[src/dwaa_pkg.sv]
// ----------------------------------------------------------------------------
// dwaa_pkg: shared types and constants for the dual window average alarm
// Window and record sizes, field widths, register indexes and reset values.
// ----------------------------------------------------------------------------
`timescale 1ns / 1ps

package dwaa_pkg;

    // Sizing
    localparam int WINDOW       = 30;
    localparam int RECORD_BYTES = 8;

    // Field widths
    localparam int CODE_W    = 10;
    localparam int SUM_W     = 15;
    localparam int LIMIT_W   = 10;
    localparam int BAR_W     = 4;
    localparam int CFG_W     = 15;
    localparam int CFG_IDX_W = 2;

    // Derived widths
    localparam int CODE_MAX  = (1 << CODE_W) - 1;
    localparam int SUM_MAX   = (1 << SUM_W) - 1;
    localparam int TOTAL_W   = $clog2(WINDOW * CODE_MAX + 1);
    localparam int SLOT_W    = $clog2(WINDOW);
    // wide enough for the exact total and for three times a step value
    localparam int WIDE_W    = (TOTAL_W > SUM_W + 2) ? TOTAL_W : SUM_W + 2;
    localparam int LOG_SUM_W = $clog2((1 << LIMIT_W) + RECORD_BYTES);

    typedef logic [CODE_W-1:0]    code_t;
    typedef logic [SUM_W-1:0]     sum_t;
    typedef logic [TOTAL_W-1:0]   total_t;
    typedef logic [SLOT_W-1:0]    slot_t;
    typedef logic [LIMIT_W-1:0]   limit_t;
    typedef logic [BAR_W-1:0]     bar_t;
    typedef logic [WIDE_W-1:0]    wide_t;
    typedef logic [LOG_SUM_W-1:0] log_sum_t;
    typedef logic [CFG_IDX_W-1:0] cfg_idx_t;
    typedef logic [CFG_W-1:0]     cfg_data_t;

    // Configuration register indexes
    localparam cfg_idx_t REG_TEMP_ALARM = cfg_idx_t'(0);
    localparam cfg_idx_t REG_LIGHT_STEP = cfg_idx_t'(1);
    localparam cfg_idx_t REG_LOG_LIMIT  = cfg_idx_t'(2);

    // Register reset values
    localparam sum_t   TEMP_ALARM_RST = sum_t'(4480);
    localparam sum_t   LIGHT_STEP_RST = sum_t'(6000);
    localparam limit_t LOG_LIMIT_RST  = limit_t'(892);

    // Window total clipped to the output field
    function automatic sum_t sat_sum(input total_t total);
        wide_t wide;
        wide = wide_t'(total);
        if (wide > wide_t'(SUM_MAX))
            return sum_t'(SUM_MAX);
        else
            return sum_t'(wide);
    endfunction

endpackage

[src/dual_window_average_alarm.sv]
// An accepted request passes the input register, then the result register.
// Throughput: one request per cycle while out_stall is low; the window sums
// are updated in a single read, subtract and add on the ring slot register.
// Reset (rst_n low, asynchronous) clears both rings, the sums, the ring slot
// and the log pointer and loads the configuration registers with defaults.
// ----------------------------------------------------------------------------
// dual_window_average_alarm: moving window sums with light bar and alarm
// Two 10-bit sensor codes per request feed two rings of WINDOW entries. The
// block returns both window sums, a four-step light bar, a temperature alarm
// and the log slot address, which advances by RECORD_BYTES on each alarm.
// ----------------------------------------------------------------------------
`timescale 1ns / 1ps

module dual_window_average_alarm
    import dwaa_pkg::*;
(
    input  logic      clk,
    input  logic      rst_n,

    // configuration write port
    input  logic      cfg_write,
    input  cfg_idx_t  cfg_index,
    input  cfg_data_t cfg_data,

    // input channel
    input  logic      in_valid,
    output logic      in_stall,
    input  code_t     temp_code,
    input  code_t     light_code,

    // result channel
    output logic      out_valid,
    input  logic      out_stall,
    output sum_t      temp_sum,
    output sum_t      light_sum,
    output bar_t      light_bar,
    output logic      alarm,
    output logic      log_write,
    output limit_t    log_address
);

    // Configuration registers
    sum_t   temp_alarm_sum_reg;
    sum_t   light_step_sum_reg;
    limit_t log_limit_reg;

    // Input register
    logic   in_valid_reg;
    code_t  temp_code_reg;
    code_t  light_code_reg;

    // Window state
    code_t  temp_ring_reg  [WINDOW];
    code_t  light_ring_reg [WINDOW];
    total_t temp_total_reg;
    total_t light_total_reg;
    slot_t  ring_slot_reg;
    limit_t log_pointer_reg;

    // Result register
    logic   out_valid_reg;
    sum_t   temp_sum_reg;
    sum_t   light_sum_reg;
    bar_t   light_bar_reg;
    logic   alarm_reg;
    limit_t log_address_reg;

    // Next values
    total_t   temp_total_next;
    total_t   light_total_next;
    slot_t    ring_slot_next;
    limit_t   log_pointer_next;
    limit_t   log_address_next;
    bar_t     light_bar_next;
    logic     alarm_next;
    wide_t    light_wide;
    wide_t    step_wide;
    log_sum_t log_sum;

    logic advance;
    logic fire;

    // Handshake: the result register frees up when empty or being taken
    assign advance  = !out_valid_reg || !out_stall;
    assign fire     = in_valid_reg && advance;
    assign in_stall = in_valid_reg && !advance;

    // Window update and threshold compares
    always_comb
    begin
        temp_total_next  = temp_total_reg + total_t'(temp_code_reg)
                         - total_t'(temp_ring_reg[ring_slot_reg]);
        light_total_next = light_total_reg + total_t'(light_code_reg)
                         - total_t'(light_ring_reg[ring_slot_reg]);

        ring_slot_next = (ring_slot_reg == slot_t'(WINDOW - 1))
                       ? '0 : ring_slot_reg + slot_t'(1);

        // light bar: step multiples 0, 1, 2 and 3
        light_wide = wide_t'(light_total_next);
        step_wide  = wide_t'(light_step_sum_reg);
        light_bar_next[0] = light_wide > '0;
        light_bar_next[1] = light_wide > step_wide;
        light_bar_next[2] = light_wide > (step_wide << 1);
        light_bar_next[3] = light_wide > ((step_wide << 1) + step_wide);

        alarm_next = wide_t'(temp_total_next) > wide_t'(temp_alarm_sum_reg);

        // log slot advance, wraps to zero at or past the limit
        log_sum = log_sum_t'(log_pointer_reg) + log_sum_t'(RECORD_BYTES);
        if (alarm_next)
        begin
            log_address_next = log_pointer_reg;
            if (log_sum >= log_sum_t'(log_limit_reg))
                log_pointer_next = '0;
            else
                log_pointer_next = limit_t'(log_sum);
        end
        else
        begin
            log_address_next = '0;
            log_pointer_next = log_pointer_reg;
        end
    end

    // Configuration, handshake and window control state
    always_ff @(posedge clk or negedge rst_n)
    begin
        if (!rst_n)
        begin
            temp_alarm_sum_reg <= TEMP_ALARM_RST;
            light_step_sum_reg <= LIGHT_STEP_RST;
            log_limit_reg      <= LOG_LIMIT_RST;
            in_valid_reg       <= 1'b0;
            out_valid_reg      <= 1'b0;
            temp_total_reg     <= '0;
            light_total_reg    <= '0;
            ring_slot_reg      <= '0;
            log_pointer_reg    <= '0;
        end
        else
        begin
            if (cfg_write)
            begin
                case (cfg_index)
                    REG_TEMP_ALARM: temp_alarm_sum_reg <= sum_t'(cfg_data);
                    REG_LIGHT_STEP: light_step_sum_reg <= sum_t'(cfg_data);
                    REG_LOG_LIMIT:  log_limit_reg      <= limit_t'(cfg_data);
                    default:        ;
                endcase
            end

            if (!in_stall)
                in_valid_reg <= in_valid;
            if (advance)
                out_valid_reg <= in_valid_reg;

            if (fire)
            begin
                temp_total_reg  <= temp_total_next;
                light_total_reg <= light_total_next;
                ring_slot_reg   <= ring_slot_next;
                log_pointer_reg <= log_pointer_next;
            end
        end
    end

    // Sample rings, cleared at reset
    always_ff @(posedge clk or negedge rst_n)
    begin
        if (!rst_n)
        begin
            for (int i = 0; i < WINDOW; i++)
            begin
                temp_ring_reg[i]  <= '0;
                light_ring_reg[i] <= '0;
            end
        end
        else if (fire)
        begin
            temp_ring_reg[ring_slot_reg]  <= temp_code_reg;
            light_ring_reg[ring_slot_reg] <= light_code_reg;
        end
    end

    // Input and result payload registers
    always_ff @(posedge clk)
    begin
        if (in_valid && !in_stall)
        begin
            temp_code_reg  <= temp_code;
            light_code_reg <= light_code;
        end
        if (fire)
        begin
            temp_sum_reg    <= sat_sum(temp_total_next);
            light_sum_reg   <= sat_sum(light_total_next);
            light_bar_reg   <= light_bar_next;
            alarm_reg       <= alarm_next;
            log_address_reg <= log_address_next;
        end
    end

    assign out_valid   = out_valid_reg;
    assign temp_sum    = temp_sum_reg;
    assign light_sum   = light_sum_reg;
    assign light_bar   = light_bar_reg;
    assign alarm       = alarm_reg;
    assign log_write   = alarm_reg;
    assign log_address = log_address_reg;

`ifndef ASSERT_OFF
    // ring slot stays inside the window
    assert property (@(posedge clk) disable iff (!rst_n)
        ring_slot_reg <= slot_t'(WINDOW - 1))
        else $error("ring slot out of window");

    // running totals never exceed a full window of maximum codes
    assert property (@(posedge clk) disable iff (!rst_n)
        temp_total_reg <= total_t'(WINDOW * CODE_MAX) &&
        light_total_reg <= total_t'(WINDOW * CODE_MAX))
        else $error("window total out of range");

    // no log slot is reported without an alarm
    assert property (@(posedge clk) disable iff (!rst_n)
        out_valid_reg && !alarm_reg |-> log_address_reg == '0)
        else $error("log address without alarm");

    // light bar fills from the bottom up
    assert property (@(posedge clk) disable iff (!rst_n)
        out_valid_reg |-> light_bar_reg == 4'b0000 || light_bar_reg == 4'b0001 ||
            light_bar_reg == 4'b0011 || light_bar_reg == 4'b0111 ||
            light_bar_reg == 4'b1111)
        else $error("light bar not a thermometer code");
`endif

endmodule

[config.mk]
export PLATFORM = sky130hd
export DESIGN_NAME = dual_window_average_alarm
export DESIGN_NICKNAME = d
export VERILOG_FILES = /design/src/dwaa_pkg.sv /design/src/dual_window_average_alarm.sv
export SDC_FILE = /design/constraint.sdc
export NUM_CORES = 1
export LEC_CHECK = 0
export BUFFER_PORTS_ARGS = -buffer_cell sky130_fd_sc_hd__buf_2
export CAP_MARGIN = 40
export CORE_ASPECT_RATIO = 0.9
export CORE_UTILIZATION = 68
export CTS_CLUSTER_DIAMETER = 60
export DETAILED_ROUTE_END_ITERATION = 16
export PLACE_DENSITY_LB_ADDON = 0.15
export SLEW_MARGIN = 40
export SYNTH_ARGS = -nofsm -noshare
export SYNTH_HDL_FRONTEND = slang
export SYNTH_SLANG_ARGS = --single-unit
[constraint.sdc]
create_clock -name clk -period 12.75 [get_ports clk]
set_clock_uncertainty 0.2 [all_clocks]
set_input_delay 0.6375 -clock clk [delete_from_list [all_inputs] [get_ports clk]]
set_output_delay 0.6375 -clock clk [all_outputs]
set_load 0.1 [all_outputs]
Word level (Yosys, flattened, before mapping)
Cells that the tools add are included.

storage, ports and cells
  register bits = 752
  input port bits = 42
  output and inout port bits = 48
  logic and storage cells = 121

cells by class
  $add $sub $neg = 7
  $lt $le $gt $ge = 8
  equal/unequal tests = 3
  multiplexer cells = 12
  bitwise gates (word level) = 1
  reduce and logical (&&, ||, !) cells = 14

operator list
  operator                                                         count
  bitwise mux 300 bit                                              2
  binary-select mux 10 bit (select 5 bit)                          2
  2-to-1 mux 10 bit                                                6
  demux 10 bit (select 5 bit)                                      1
  adder 15 x 10 -> 15 bit                                          2
  greater-than comparator 15 bit                                   2
  subtractor 15 x 10 -> 15 bit                                     2
  adder 16 x 15 -> 17 bit                                          1
  greater-than comparator 15 x 17 -> 1 bit                         1
  greater-than comparator 15 x 16 -> 1 bit                         1
  greater-than comparator 15 x 1 -> 1 bit (second input constant)  1
  adder 10 x 4 -> 11 bit (second input constant)                   1
  greater-or-equal comparator 11 x 10 -> 1 bit                     1
  AND reduction 2 bit                                              4
  greater-or-equal comparator 6 bit (second input constant)        1
  < comparator 6 x 1 -> 1 bit (second input constant)              1
  inverter 5 -> 6 bit                                              1
  adder 5 x 1 -> 5 bit (second input constant)                     1
  equality test 5 bit (second input constant)                      1
  2-to-1 mux 5 bit                                                 1
  logical AND 1 bit                                                4
  zero test 1 bit                                                  4
  equality test 2 x 1 -> 1 bit (second input constant)             1
  equality test 2 bit (second input constant)                      1
  other kinds (2)                                                  2

Depth between registers and ports, before layout
Gate-level depths: netlist of run 1.

  depth in word-level cells = 7
  mapped depth = 28
  gate-level depth less buffers = 26

Worst setup path before layout of run 1
Ideal clock, no wire load.

  kind = register to register
  start point = reg ring_slot_reg[0]
  end point = reg log_pointer_reg[9]
  setup time = 0.128 ns
  arrival = 5.810 ns
  required time = 12.422 ns
  setup slack = 6.612 ns
  cell stages (with the launch flop) = 26
  path buffers = 3
  period minus slack after synthesis = 6.138 ns
  cells stage by stage = dfrtp_1 buf_2 buf_1 buf_2 mux4_2 a22oi_1 nand4_1 fa_1 inv_1 ha_1 nor2b_1 o31a_1 o211ai_1 a21oi_1 o31ai_1 nor2b_1 xnor2_1 ha_1 a21o_1 a21o_1 a21oi_1 and3b_1 a221oi_1 o21ai_2 nor2_2 mux2_1

on the way
  longest elaborated chain between the ends = 7

ends and longest elaborated chain
  what                                                  line                              RTL
  start, declared                                       dual_window_average_alarm.sv:57   slot_t ring_slot_reg;
  start signal, assigned                                dual_window_average_alarm.sv:162  ring_slot_reg <= ring_slot_next;
  inverter 5 -> 6 bit (not written as such)             dual_window_average_alarm.sv:92   - total_t'(temp_ring_reg[ring_slot_reg]);
  binary-select mux 10 bit (select 5 bit)               dual_window_average_alarm.sv:92
  2-to-1 mux 10 bit (not written as such) (2 in a row)  dual_window_average_alarm.sv:92
  subtractor 15 x 10 -> 15 bit                          dual_window_average_alarm.sv:92
  named net temp_total_next[12]                         dual_window_average_alarm.sv:69   total_t temp_total_next;
  greater-than comparator 15 bit                        dual_window_average_alarm.sv:107  alarm_next = wide_t'(temp_total_next) > wide_t'(temp_alarm_sum_reg);
  AND reduction 2 bit (no source line)                  --
  end signal, assigned                                  dual_window_average_alarm.sv:163  log_pointer_reg <= log_pointer_next;
  end, declared                                         dual_window_average_alarm.sv:58   limit_t log_pointer_reg;

The timed path passes the listed nets, and every way through them passes these cells. The select of a mux whose other input is x is not followed.
A chain may end at the register's enable or synchronous reset.

Final worst setup path of run 1
Ends and elaborated chain as after synthesis.

==> results of run 1 <==
[synth_stat cells (5+ instances only)]
cell type / count
nand2b_1: 7
nand4_1: 30
o21ai_0: 492
mux2i_1: 26
buf_1: 7
buf_2: 15
nor4_1: 5
a21oi_1: 53
xor2_1: 16
nand3_1: 19
nand2_1: 537
a211oi_1: 5
and3_1: 9
mux2_2: 195
inv_1: 145
nor3_1: 18
o21bai_1: 5
clkbuf_1: 197
dfrtp_1: 667
nor2b_1: 10
xnor2_1: 24
o211ai_1: 8
fa_1: 21
mux4_2: 140
o21a_1: 17
a22oi_1: 61
edfxtp_1: 62
a21o_1: 17
ha_1: 112
dfstp_2: 17
nor2_1: 56
[layer usage]
metal	wire length, um	track usage	vias to the layer above
met5	12	0	-
met4	4810	0.181	2
met3	9950	0.0889	320
met2	46200	0.604	1400
met1	38100	0.532	12834
li1	-	-	10856
[worst max-delay path: stages, from the launching register on]
cell      delay, ns
dfrtp_4        0.78
buf_12         0.42
buf_16         0.38
mux4_2         0.57
a22oi_1        0.23
nand4_1        0.26
fa_1           0.56
inv_1          0.04
ha_1           0.33
nor2b_1        0.16
o31a_1         0.28
o211ai_1       0.27
a21oi_1        0.12
o31ai_1        0.34
nor2b_1        0.21
xnor2_1        0.20
ha_1           0.31
a21o_1         0.19
a21o_1         0.17
a21oi_1        0.18
and3b_1        0.20
inv_1          0.05
o21ai_2        0.35
nor2_2         0.17
mux2_1         0.35
[worst paths after layout]
check,endpoint
min in group asynchronous,light_ring_reg[84]
max reg2reg,log_pointer_reg[9]
max,log_pointer_reg[9]
min,light_code_reg[2]
max in group asynchronous,light_ring_reg[176]
min reg2reg,light_ring_reg[79]
[per-stage QoR]
stage / util / setup slack (ns) / instances / instance area [um^2]
2_1_floorplan: - / 6.61 / 3075 / 35200
3_3_place_gp: 0.714 / 5.45 / 3682 / 36200
3_5_place_dp: 0.716 / 5.38 / 3688 / 36300
4_1_cts: 0.769 / 5.38 / 3839 / 39000
5_1_grt: 0.771 / 4.75 / 3844 / 39100
6_report: 0.771 / 5.20 / 3844 / 39100
[kinds of logic (layout without fill, tap and decap cells)]
family,Yosys count,in the layout,synth area share
DFF,746,746,0.539
and+or+nand+nor,717,717,0.0851
xor gates and xnor gates,42,42,0.0112
AOI/OAI and AO/OA,702,702,0.113
adders and majority gates,134,134,0.0520
muxes,362,362,0.160
other,1,3,0.000106
buffers and inverters,369,458,0.0403
[final cells by class]
| type | instances | area, um^2 | area share |
|---|---|---|---|
| inverters | 146 | 548 | 0.0140 |
| well taps | 680 | 851 | 0.0218 |
| clock buffers | 106 | 2180 | 0.0556 |
| flip-flops and latches | 746 | 19000 | 0.486 |
| repair buffers | 177 | 1320 | 0.0338 |
| clock inverters | 29 | 350 | 0.00896 |
| multi-input cells | 1960 | 14900 | 0.380 |
[repair_timing]
item	CTS	global route
endpoints found under the hold margin	122	0
resized for setup	0	0
hold buffers	16	0
==> flow_summary.toml, run 1 <==
[timing]
fmax_mhz = 132
relSlewSlack = 0.428
finalCriticalPeriod_ns = 7.55
setup_tns_ns = 0
drv_slew = 0
hold_violations = 0
tightest_slew_ns = 0.855
whs_ns = 0.0147
rsz0062_at_grt = "no"
min_period_over_period = 0.592
setup_viol = 0

[cells_and_area]
drive_above_1_share = 0.211
nets = 3280
fillCellCount = 3128
final_common_cell = "dfrtp_1"
area_delta_synth_final_pct = 11.0
diodes = 0
most-common-layout-cells = "665 x dfrtp_1, 535 x nand2_1, 492 x o21ai_0, 195 x mux2_2, 140 x mux4_2"

[global_route]
grt_pass1_wl_um = 154000
grt_pass1_vias = 26282
grt_max_degree = 111
gr-total-overflow = 0
grt_use_total = 0.390
antenna_found_initial = 1

[clock_network]
cts_tree = "done"
htreeDepth = 3
insertion_delay_ns = 0.63
cts-root-buf = "clkbuf_16"
path_clk_slew_ns = 0.06
clock_sinks = 746
clk_path_buf_depth = 3
numCtsBuffers = 74
cts_setup_buffers = 0

[yosys]
synth_area_leader_cell = "dfrtp_1"
synthArstFlopShare = 0.917
syn-cell-area_mm2 = 0.0352
synth_edf_count = 62
syn_inst = 3073
yosys_warnings = 0
synth_flop_cell = "dfrtp_1"
synth.area.top_cells = "dfrtp_1 47%, mux4_2 8.9%, o21ai_0 7.0%"
syn_area_per_cell_um2 = 11.5
synth_top_cell_area_share = 0.474
synth_cell_types = 74
yosysSeqAreaShare = 0.539
ys_seq_elements = 746

[critical_path]
cp-start-kind = "register"
crit_type = "reg -> reg"
worst-r2r-cell-count = 24
required_ns = 13.05
regToRegSetupSlack_ns = 5.20
end_kind = "register"
critPathArrivalTime_ns = 7.85
crit_start = "ring_slot_reg[0]"
cp_max_fo = 54
r2r_start = "ring_slot_reg[0]"

[floorplan]
die_h_um = 218
rows = 78
core-area_mm2 = 0.0507
die_area_mm2 = 0.0527
die_w_um = 242
start_util = 0.694
io_pins = 90

[placed_design]
routabilityCongestion = 0.928
dp_hpwl_um = 60200
io_buffers = 86

[status]
status = "finished clean"

[worst_hold_path]
holdCritPathClass = "in -> reg"
hold_path_depth = 1
hp-start = "light_code[2]"

[routing]
detail_route.wl_per_cell_um = 25.8
viasPerCell = 6.61
num_vias = 25412
ant_nets = 0
wirelength_um = 99000
first_pass_iters = 5
drc = 0
drtIter0Drc = 2847

[flow_run]
drv_cap = 0
Power of run 1 is left out: the tool's default activity adds up to more than one toggle a clock period on the data nets, which glitch-free logic cannot reach.
==> inputs of run 2 (changes only) <==
--- a/config.mk
+++ b/config.mk
@@ -5,10 +5,11 @@
 export SDC_FILE = /design/constraint.sdc
 export NUM_CORES = 1
 export LEC_CHECK = 0
+export ABC_AREA = 1
 export BUFFER_PORTS_ARGS = -buffer_cell sky130_fd_sc_hd__buf_2
 export CAP_MARGIN = 40
 export CORE_ASPECT_RATIO = 0.9
-export CORE_UTILIZATION = 68
+export CORE_UTILIZATION = 63
 export CTS_CLUSTER_DIAMETER = 60
 export DETAILED_ROUTE_END_ITERATION = 16
 export PLACE_DENSITY_LB_ADDON = 0.15
==> constraint.sdc (replaced) <==
create_clock -name clk -period 7.7 [get_ports clk]
set_clock_uncertainty 0.2 [all_clocks]
set_input_delay 0.385 -clock clk [delete_from_list [all_inputs] [get_ports clk]]
set_output_delay 0.385 -clock clk [all_outputs]
set_load 0.1 [all_outputs]
==> run 2 against run 1 <==
Wire length increased by 7.6%. Core utilization decreased by 6.0 points. Worst hold slack better by 0.15 ns. Register-to-register slack worse by 4.0 ns. Critical path depth increased by 6. First-iteration DRC count up 28%. Global-route usage is 2.2 points lower. Final cell count up 35%. Sequential cell count did not move. Via count grew 20%. Maximum frequency increased by 17%. Cell area is 4.0% higher. Highest routed layer is now met4.
==> flow_summary.toml, run 2 <==
[critical_path]
crit_start = "ring_slot_reg[0]"
end_kind = "register"
worst-r2r-cell-count = 30
critPathArrivalTime_ns = 6.66
path_common_cell = "nand2_1"
r2r_end = "light_bar[3]"
crit_type = "reg -> reg"
cp_max_fo = 151
required_ns = 7.88
cp-start-kind = "register"
r2r_start = "ring_slot_reg[0]"
crit_end = "light_bar[3]"
regToRegSetupSlack_ns = 1.22
slowest_stage = "xor2_1"
slowest_delay_ns = 0.58

[cells_and_area]
final_common_cell = "a21oi_1"
area_delta_synth_final_pct = 11.0
fillCellCount = 4409
most-common-layout-cells = "732 x a21oi_1, 714 x o21ai_0, 665 x dfrtp_1, 659 x nand2_1, 535 x inv_1"
nets = 4547
drive_above_1_share = 0.0763

[floorplan]
core-area_mm2 = 0.0572
rows = 83
start_util = 0.641
io_pins = 90
die_area_mm2 = 0.0592
die_h_um = 231
die_w_um = 256

[timing]
relSlewSlack = 0.397
finalCriticalPeriod_ns = 6.48
min_period_over_period = 0.841
setup_viol = 0
hold_violations = 0
rsz0062_at_grt = "no"
whs_ns = 0.166
tightest_slew_ns = 0.903
drv_slew = 0
fmax_mhz = 154
setup_tns_ns = 0

[routing]
first_pass_iters = 6
num_vias = 30441
drc = 0
wirelength_um = 107000
viasPerCell = 5.86
drtIter0Drc = 3649
ant_nets = 0
detail_route.wl_per_cell_um = 20.5

[yosys]
synth.area.top_cells = "dfrtp_1 46%, a21oi_1 10%, o21ai_0 9.7%"
synthArstFlopShare = 0.917
synth_edf_count = 62
synth_most_common_cell = "a21oi_1"
syn-cell-area_mm2 = 0.0367
yosysSeqAreaShare = 0.518
ys_top_cells_by_count = "732 x a21oi_1, 714 x o21ai_0, 667 x dfrtp_1"
synth_flop_cell = "dfrtp_1"
synth_cell_types = 43
syn_area_per_cell_um2 = 8.32
yosys_warnings = 0
synth_area_leader_cell = "dfrtp_1"
ys_seq_elements = 746
syn_inst = 4403
synth_top_cell_area_share = 0.455

[clock_network]
clk_path_buf_depth = 3
cts_resized = 0
cts-root-buf = "clkbuf_16"
cts_tree = "done"
insertion_delay_ns = 0.63
path_clk_slew_ns = 0.07
htreeDepth = 3
numCtsBuffers = 77
clock_sinks = 746

[global_route]
grt_use_total = 0.368
gr-total-overflow = 0
grt_pass1_wl_um = 167000
antenna_found_initial = 0
grt_max_degree = 188
grt_pass1_vias = 29232

[worst_hold_path]
holdCritPathClass = "in -> async"

[status]
status = "finished clean"

[flow_run]
drv_cap = 0

[placed_design]
io_buffers = 86
dp_hpwl_um = 66600
routabilityCongestion = 0.893
[run 2: kinds of logic after synthesis]
| logic type | share of synthesized area |
|---|---|
| AOI/OAI and AO/OA | 0.209 |
| and+or+nand+nor | 0.121 |
| buffers and inverters | 0.0930 |
| DFF | 0.518 |
| adders and majority gates | 0.0497 |
| xor gates and xnor gates | 0.00908 |
| other | 0.000102 |
[run 2: per-stage QoR]
stage / std cells / instance area, um^2 / worst slack, ns / utilization
floorplan: 4405 / 36700 / 2.83 / -
global placement: 5005 / 37400 / 1.45 / 0.654
detailed placement: 5015 / 37700 / 1.38 / 0.659
CTS: 5193 / 40600 / 1.32 / 0.709
global route: 5196 / 40700 / 0.756 / 0.711
finish: 5198 / 40700 / 1.22 / 0.711
[run 2: final cells by class]
class	instances	area, um^2	area share
Sequential cell	746	19000	0.467
Multi-Input combinational cell	2803	14500	0.356
Timing Repair Buffer	199	1670	0.0410
Clock buffer	118	2280	0.0559
Tap cell	765	957	0.0235
Inverter	545	2060	0.0506
Clock inverter	20	218	0.00535
Antenna cell	2	5.00	0.000123
[run 2: critical path, delay by kind of cell, from the launching register on]
kind            cells  cell delay (ns)
simple gates       16             1.65
fa+ha+maj           4             1.41
buf+inv             4             1.23
xor+xnor            1             0.58
flops               1             0.54
compound gates      5             0.45
[run 2: how the worst min path moves through the flow]
stage                             start               endpoint  slack, ns  cells past startpoint
global placement    light_ring_reg[143]    light_ring_reg[143]       0.26                      2
finish                            rst_n     temp_ring_reg[254]       0.17                      2
detailed placement                rst_n     temp_ring_reg[254]       0.26                      1
global route                      rst_n     temp_ring_reg[254]       0.22                      2
floorplan                         rst_n           in_valid_reg      -0.11                      0
CTS                           cfg_write  light_step_sum_reg[8]       0.17                      3
[run 2: metal layers]
| metal | share of wire | wire length [um] | global-route usage |
|---|---|---|---|
| met1 | 0.42 | 44400 | 0.516 |
| met2 | 0.44 | 47100 | 0.558 |
| met3 | 0.096 | 10200 | 0.0767 |
| met4 | 0.045 | 4780 | 0.161 |
| met5 | 0 | 0 | 0 |
[run 2: what timing repair did]
item                      CTS  global route
hold endpoints to repair  151             0
setup buffers               0             0
hold buffers               40             0
Power of run 2 is left out for the same reason.
